**src/hw/rtl/u8d_pkg.sv**
```systemverilog
package u8d_pkg;

  localparam logic [7:0] CONT_LOW       = 8'h80;
  localparam logic [7:0] CONT_HIGH      = 8'hBF;
  localparam logic [7:0] E0_SECOND_LOW  = 8'hA0;
  localparam logic [7:0] ED_SECOND_HIGH = 8'h9F;
  localparam logic [7:0] F0_SECOND_LOW  = 8'h90;
  localparam logic [7:0] F4_SECOND_HIGH = 8'h8F;
  localparam logic [7:0] LEAD2_LOW      = 8'hC2;
  localparam logic [7:0] LEAD2_HIGH     = 8'hDF;
  localparam logic [7:0] LEAD3_LOW      = 8'hE0;
  localparam logic [7:0] LEAD3_HIGH     = 8'hEF;
  localparam logic [7:0] LEAD4_LOW      = 8'hF0;
  localparam logic [7:0] LEAD4_HIGH     = 8'hF4;
  localparam logic [7:0] LEAD_E0        = 8'hE0;
  localparam logic [7:0] LEAD_ED        = 8'hED;
  localparam logic [7:0] LEAD_F0        = 8'hF0;
  localparam logic [7:0] LEAD_F4        = 8'hF4;
  localparam logic [5:0] HIGH_SUR_TAG   = 6'b110110;
  localparam logic [5:0] LOW_SUR_TAG    = 6'b110111;
  localparam logic [20:0] SUPP_BASE     = 21'h010000;

  localparam int unsigned CODE_W = 21;

  typedef enum logic [1:0] {
    ST_VALID   = 2'd0,
    ST_ILLEGAL = 2'd1,
    ST_TRUNC   = 2'd2
  } status_t;

  typedef struct packed {
    logic [CODE_W-1:0] code;
    status_t           status;
    logic              last;
  } result_t;

  typedef struct packed {
    logic [1:0]        rem;
    logic [CODE_W-1:0] partial;
    logic [7:0]        second_lo;
    logic [7:0]        second_hi;
    logic              await_second;
    logic              halted;
  } dec_state_t;

  localparam dec_state_t STATE_RESET = '{
    rem: 2'd0, partial: '0, second_lo: CONT_LOW, second_hi: CONT_HIGH,
    await_second: 1'b0, halted: 1'b0
  };

endpackage

```
**src/hw/rtl/u8d_decode.sv**
```systemverilog
module u8d_decode (
  input  u8d_pkg::dec_state_t st,
  input  logic [7:0]          data_byte,
  input  logic                eos,
  input  logic                utf16,
  output u8d_pkg::dec_state_t st_nxt,
  output logic [1:0]          n_res,
  output u8d_pkg::result_t    res0,
  output u8d_pkg::result_t    res1
);
  import u8d_pkg::*;

  logic [7:0]        lo;
  logic [7:0]        hi;
  logic [CODE_W-1:0] shifted;
  logic [CODE_W-1:0] cp;
  logic [19:0]       supp;
  logic              emit_cp;
  logic              emit_err;
  logic              emit_trunc;
  logic [1:0]        rem_dec;

  assign lo      = st.await_second ? st.second_lo : CONT_LOW;
  assign hi      = st.await_second ? st.second_hi : CONT_HIGH;
  assign shifted = {st.partial[CODE_W-7:0], data_byte[5:0]};
  assign rem_dec = st.rem - 2'd1;
  assign cp      = (st.rem == 2'd0) ? {13'd0, data_byte} : shifted;
  assign supp    = 20'(cp - SUPP_BASE);

  always_comb begin
    st_nxt     = st;
    emit_cp    = 1'b0;
    emit_err   = 1'b0;
    emit_trunc = 1'b0;
    if (st.halted) begin
      if (eos) begin
        st_nxt = STATE_RESET;
      end
    end else if (st.rem == 2'd0) begin
      st_nxt.await_second = 1'b1;
      priority if (data_byte < CONT_LOW) begin
        st_nxt  = st;
        emit_cp = 1'b1;
      end else if (data_byte >= LEAD2_LOW && data_byte <= LEAD2_HIGH) begin
        st_nxt.rem     = 2'd1;
        st_nxt.partial = {16'd0, data_byte[4:0]};
      end else if (data_byte >= LEAD3_LOW && data_byte <= LEAD3_HIGH) begin
        st_nxt.rem     = 2'd2;
        st_nxt.partial = {17'd0, data_byte[3:0]};
        if (data_byte == LEAD_E0) begin
          st_nxt.second_lo = E0_SECOND_LOW;
        end
        if (data_byte == LEAD_ED) begin
          st_nxt.second_hi = ED_SECOND_HIGH;
        end
      end else if (data_byte >= LEAD4_LOW && data_byte <= LEAD4_HIGH) begin
        st_nxt.rem     = 2'd3;
        st_nxt.partial = {18'd0, data_byte[2:0]};
        if (data_byte == LEAD_F0) begin
          st_nxt.second_lo = F0_SECOND_LOW;
        end
        if (data_byte == LEAD_F4) begin
          st_nxt.second_hi = F4_SECOND_HIGH;
        end
      end else begin
        emit_err = 1'b1;
      end
      if (!emit_cp && !emit_err && eos) begin
        st_nxt     = STATE_RESET;
        emit_trunc = 1'b1;
      end
    end else if (data_byte < lo || data_byte > hi) begin
      emit_err = 1'b1;
    end else if (rem_dec == 2'd0) begin
      st_nxt  = STATE_RESET;
      emit_cp = 1'b1;
    end else if (eos) begin
      st_nxt     = STATE_RESET;
      emit_trunc = 1'b1;
    end else begin
      st_nxt.partial      = shifted;
      st_nxt.rem          = rem_dec;
      st_nxt.await_second = 1'b0;
    end
    if (emit_err) begin
      st_nxt        = STATE_RESET;
      st_nxt.halted = !eos;
    end
  end

  always_comb begin
    n_res       = 2'd0;
    res0.code   = '0;
    res0.status = ST_VALID;
    res0.last   = 1'b1;
    res1.code   = {5'd0, LOW_SUR_TAG, supp[9:0]};
    res1.status = ST_VALID;
    res1.last   = 1'b1;
    if (emit_err) begin
      n_res       = 2'd1;
      res0.status = ST_ILLEGAL;
    end else if (emit_trunc) begin
      n_res       = 2'd1;
      res0.status = ST_TRUNC;
    end else if (emit_cp) begin
      if (utf16 && cp[20:16] != 5'd0) begin
        n_res     = 2'd2;
        res0.code = {5'd0, HIGH_SUR_TAG, supp[19:10]};
        res0.last = 1'b0;
      end else begin
        n_res     = 2'd1;
        res0.code = cp;
      end
    end
  end

endmodule

```
**src/hw/rtl/utf8_validating_decoder.sv**
```systemverilog
// Channel  Direction  tdata                            tlast           tuser
// in_      slave      [7:0] data_byte                  end_of_stream   -
// out_     master     [20:0] code_value, [22:21] status last_of_run    -
// cfg_     write      cfg_wr_data = utf16_output       -               -
// One byte is accepted per cycle unless its result waits for a stalled output or a pending
// low surrogate; a byte enters an input register and is decoded into the output register.
// A surrogate pair holds the input while the low unit waits to be sent.
// Bytes that give no result pass even while the output is stalled.
// Reset (rst_n low, synchronous) clears all sequence state and selects UTF-32.
module utf8_validating_decoder (
  input  logic        clk,
  input  logic        rst_n,
  input  logic        in_tvalid,
  output logic        in_tready,
  input  logic [7:0]  in_tdata,   // [7:0] data_byte
  input  logic        in_tlast,
  output logic        out_tvalid,
  input  logic        out_tready,
  output logic [23:0] out_tdata,  // [20:0] code_value, [22:21] status, [23] zero
  output logic        out_tlast,
  input  logic        cfg_wr_en,
  input  logic        cfg_wr_data
);
  import u8d_pkg::*;

  logic       utf16_r;
  logic       in_vld_r;
  logic [7:0] byte_r;
  logic       eos_r;
  dec_state_t st_r;
  dec_state_t st_nxt;
  logic [1:0] n_res;
  result_t    res0;
  result_t    res1;
  logic       out_vld_r;
  result_t    out_r;
  logic       pend_vld_r;
  result_t    pend_r;
  logic       out_free;
  logic       fire;

  u8d_decode u_dec (
    .st        (st_r),
    .data_byte (byte_r),
    .eos       (eos_r),
    .utf16     (utf16_r),
    .st_nxt    (st_nxt),
    .n_res     (n_res),
    .res0      (res0),
    .res1      (res1)
  );

  assign out_free  = !out_vld_r || out_tready;
  assign fire      = in_vld_r && (n_res == 2'd0 || (out_free && !pend_vld_r));
  assign in_tready = !in_vld_r || fire;

  always_ff @(posedge clk) begin
    if (!rst_n) begin
      utf16_r    <= 1'b0;
      in_vld_r   <= 1'b0;
      st_r       <= STATE_RESET;
      out_vld_r  <= 1'b0;
      pend_vld_r <= 1'b0;
    end else begin
      if (cfg_wr_en) begin
        utf16_r <= cfg_wr_data;
      end
      if (in_tvalid && in_tready) begin
        in_vld_r <= 1'b1;
        byte_r   <= in_tdata;
        eos_r    <= in_tlast;
      end else if (fire) begin
        in_vld_r <= 1'b0;
      end
      if (fire) begin
        st_r <= st_nxt;
      end
      if (fire && n_res != 2'd0) begin
        out_vld_r  <= 1'b1;
        out_r      <= res0;
        pend_vld_r <= (n_res == 2'd2);
        pend_r     <= res1;
      end else if (out_free && pend_vld_r) begin
        out_vld_r  <= 1'b1;
        out_r      <= pend_r;
        pend_vld_r <= 1'b0;
      end else if (out_free) begin
        out_vld_r <= 1'b0;
      end
    end
  end

  assign out_tvalid = out_vld_r;
  assign out_tdata  = {1'b0, out_r.status, out_r.code};
  assign out_tlast  = out_r.last;

endmodule

```
**config.mk**
```make
export PLATFORM = sky130hd
export DESIGN_NAME = utf8_validating_decoder
export DESIGN_NICKNAME = d
export VERILOG_FILES = /design/src/hw/rtl/u8d_pkg.sv /design/src/hw/rtl/u8d_decode.sv /design/src/hw/rtl/utf8_validating_decoder.sv
export SDC_FILE = /design/constraint.sdc
export NUM_CORES = 1
export LEC_CHECK = 0
export BUFFER_PORTS_ARGS = -buffer_cell sky130_fd_sc_hd__buf_2
export CAP_MARGIN = 10
export CORE_ASPECT_RATIO = 1.4
export CORE_MARGIN = 1
export CORE_UTILIZATION = 45
export DETAILED_ROUTE_END_ITERATION = 6
export GPL_ROUTABILITY_DRIVEN = 0
export SYNTH_ARGS = -nofsm -noshare
export SYNTH_HDL_FRONTEND = slang
export SYNTH_SLANG_ARGS = --single-unit
export TNS_END_PERCENT = 100
```
**constraint.sdc**
```tcl
create_clock -name clk -period 9.4 [get_ports clk]
set_input_delay 1.88 -clock clk [delete_from_list [all_inputs] [get_ports clk]]
set_output_delay 1.88 -clock clk [all_outputs]
set_load 0.02 [all_outputs]
```
==> results by group <==
Status
  – Status: finished clean

GRT
  – GR peak layer: met2
  – Largest net degree at the start of global routing: 25
  – Vias in the first global route: 2,474
  – Initial antenna violation count: 0
  – Met2 Track Usage GR: 0.366
  – Tot GR Track Use: 0.213
  – Met1 Use GR: 0.247
  – Grt met3 use: 0.0472
  – Grt ovf: 0
  – First-pass GRT wire length: 13,000 µm

Hold path
  – Min-delay src: st_r[17]$_SDFFE_PN1P_
  – Hold Crit Class: register to register

Final layout
  – Most common cell after layout, fill and taps aside: edfxtp_1
  – Final nets: 388
  – Final Util: 0.538
  – Diode count: 0
  – Most frequent cells in the layout: 43 x edfxtp_1, 40 x buf_2, 29 x nand2_1, 29 x dfxtp_1, 26 x nor2_1
  – Layout area overhead: 14.4%
  – Fraction of layout cells with a size suffix above 1: 0.196

Pwr
  – VDD IR-drop max: 0.0000877 V
  – NetSw: 174 µW
  – Pwr dens: 179 nW/µm²
  – Switching share of total power: 0.244
  – Clk network pwr share: 0.407
  – Register share of total power: 0.493
  – Pleak: 1.45 nW
  – Gate power share: 0.100
  – Power after layout: 714 µW
  – Int Power: 540 µW

Drt
  – DRT antenna net count: 0
  – Via/cell ratio: 5.72
  – Drt first-iter violations: 145
  – DRC Markers: 0
  – WL final: 7980 µm
  – Vias: 2,661
  – First-pass iteration count of the detailed router: 4
  – Avg WL per Cell: 17.2 µm

Clocking
  – Worst-path clk slew: 70 ps
  – CTS Sinks: 72
  – H-Tree Depth: 3
  – Post-CTS resize count: 0
  – CTS tree: built
  – Setup bufs post-CTS: 0
  – Quantity of hold-fixing buffers added after cts: 0
  – Root Buffer: clkbuf_8
  – TritonCTS Buffers: 9
  – Clock latency on the worst-skew pair: 360 ps
  – Clock Tree Buf Depth: 2

Floorplan
  – Initial Utilization: 0.470
  – Die area: 8090 µm²
  – Die height: 106 µm
  – Num rows: 37
  – # IOs: 42
  – Die width: 76.3 µm
  – Core area: 7410 µm²

Worst setup path
  – Worst setup EP type: output pin
  – Worst path slowest cell: edfxtp_1
  – Most used cell, CP: nand2_1
  – Worst setup SP type: register
  – Critical Path Source: byte_r[5]$_DFFE_PP_
  – Maximum fanout count along the critical path: 9
  – R2r startpoint: st_r[39]$_SDFFE_PN0P_
  – Buffers and inverters on the worst path: 1
  – Worst-path cell chain: ha_1 > a211oi_1 > nand2_1 > o2bb2ai_1 > o31a_1 > a21oi_1 > a211oi_2 > nand2_1 > buf_2
  – Slowest Stage Delay on Critical Path: 550 ps
  – Worst Path Arrival: 3200 ps
  – CP top delay family: compound AO/OA/AOI/OAI gates
  – Setup Crit Path Kind: register to output pin
  – Required @ worst endpoint: 7520 ps

Timing
  – Worst hold margin: 452 ps
  – Worst-margin pin slew: 950 ps
  – Post-route setup TNS: 0 ps
  – Fin. Hold Viols: 0
  – Final setup fails: 0
  – Fin crit share: 0.540
  – Fmax: 197 MHz
  – Slew margin rel.: 0.364
  – Period minus WS final: 5080 ps
  – RSZ-0062 raised after global routing: no
  – Final Max Slew Viols: 0
  – Clock skew: 13.8 ps

Logic synthesis
  – Sequential share of the synthesized area: 0.538
  – Syn. warnings: 0
  – Mapped Nets: 352
  – Cells after Synth: 327
  – Cell Area, Synth: 3480 µm²
  – Biggest area consumer among synthesized cells: edfxtp_1
  – Post-synth EDFFs: 43
  – Post-Syn Area per Cell: 10.6 µm²
  – Synth async-reset ratio: 0
  – Largest cells by area after synthesis: edfxtp_1 37%, dfxtp_1 17%, ha_1 3.6%
  – Synth unique cells: 55
  – Most used DFF post-synth: edfxtp_1
  – Yosys reg bits: 72
  – Synth top area share: 0.371

Placement
  – Final HPWL from detailed placement: 5700 µm
  – Buffers on Ports: 40

Run
  – Number of max-cap violations: 0
worst reg2reg max path, cell delays in order, from the launching register on:
cell and delay (ps):
dfxtp_1 340, inv_1 70, ha_1 610, clkinv_1 440, nor3_1 390, a21o_1 140
or2_0 500, o211ai_1 180, buf_4 240, nor2_1 740
cell type report:
type / instances / area, µm²
fillers: 695 / 3430
clock inverters: 4 / 73.8
clock buffers: 12 / 166
repair buffers: 42 / 215
flip-flops and latches: 72 / 1870
multi-input cells: 229 / 1500
well taps: 97 / 121
inverters: 9 / 33.8
routing by layer:
layer  routed length, µm  share of wire  vias up
met2                4150           0.52       62
li1                    -              -     1304
met1                3310           0.42     1277
met5                   0              0        -
met4                 259          0.032        0
met3                 251          0.031       18
power groups by stage:
stage | Clock [mW] | Combinational (mW) | Sequential (mW)
2_1_floorplan | 0 | 0.0493 | 0.360
3_3_place_gp | 0 | 0.0703 | 0.359
3_5_place_dp | 0 | 0.0707 | 0.359
4_1_cts | 0.294 | 0.0711 | 0.352
5_1_grt | 0.309 | 0.0794 | 0.354
6_report | 0.291 | 0.0711 | 0.352
metrics by stage:
| stage | cell area [µm²] | cells | setup slack (ps) |
|---|---|---|---|
| floorplan | 3480 | 327 | 4830 |
| global placement | 3740 | 449 | 4540 |
| detailed placement | 3740 | 449 | 4510 |
| CTS | 3980 | 465 | 4370 |
| global route | 3980 | 465 | 4050 |
| finish | 3980 | 465 | 4320 |
synth_stat cells (all sizes together), types with 3 or more instances:
cell type / instances
mux2i: 4
a211oi: 8
and3: 4
nand2b: 3
o31ai: 3
nand3: 8
a32oi: 5
o21a: 4
nand2: 29
o211ai: 3
a22o: 13
nor2: 26
nor4b: 3
nor3: 18
dfxtp: 29
a21oi: 20
ha: 10
nor2b: 8
buf: 9
clkbuf: 8
inv: 8
edfxtp: 43
and2: 7
o21ai: 20
o41ai: 3
kinds of logic (layout without fill, tap and decap cells):
| kind of cell | Yosys count | count (layout) | share of synthesized area |
|---|---|---|---|
| AOI/OAI and AO/OA | 94 | 94 | 0.201 |
| xor gates and xnor gates | 2 | 2 | 0.00504 |
| adders and majority gates | 10 | 10 | 0.0360 |
| buffers and inverters | 26 | 67 | 0.0324 |
| DFF | 72 | 72 | 0.538 |
| muxes | 5 | 5 | 0.0147 |
| other | 1 | 1 | 0.00108 |
| and+or+nand+nor | 117 | 117 | 0.172 |
final timing paths:
| check | to | slack (ps) | depth (start not counted) |
|---|---|---|---|
| max reg2reg | pend_r[5]$_DFFE_PP_ | 5390 | 9 |
| max | in_tready | 4320 | 9 |
| min reg2reg | st_r[17]$_SDFFE_PN1P_ | 450 | 1 |
| min | st_r[17]$_SDFFE_PN1P_ | 450 | 1 |
state kept, by name (all words and copies together), names as in the netlist, 8 cells and up:
| register | cells |
|---|---|
| byte_r | 8 |
| out_tdata | 23 |
| pend_r | 10 |
| st_r | 25 |
No activity file was read; power rests on OpenSTA's default activity.
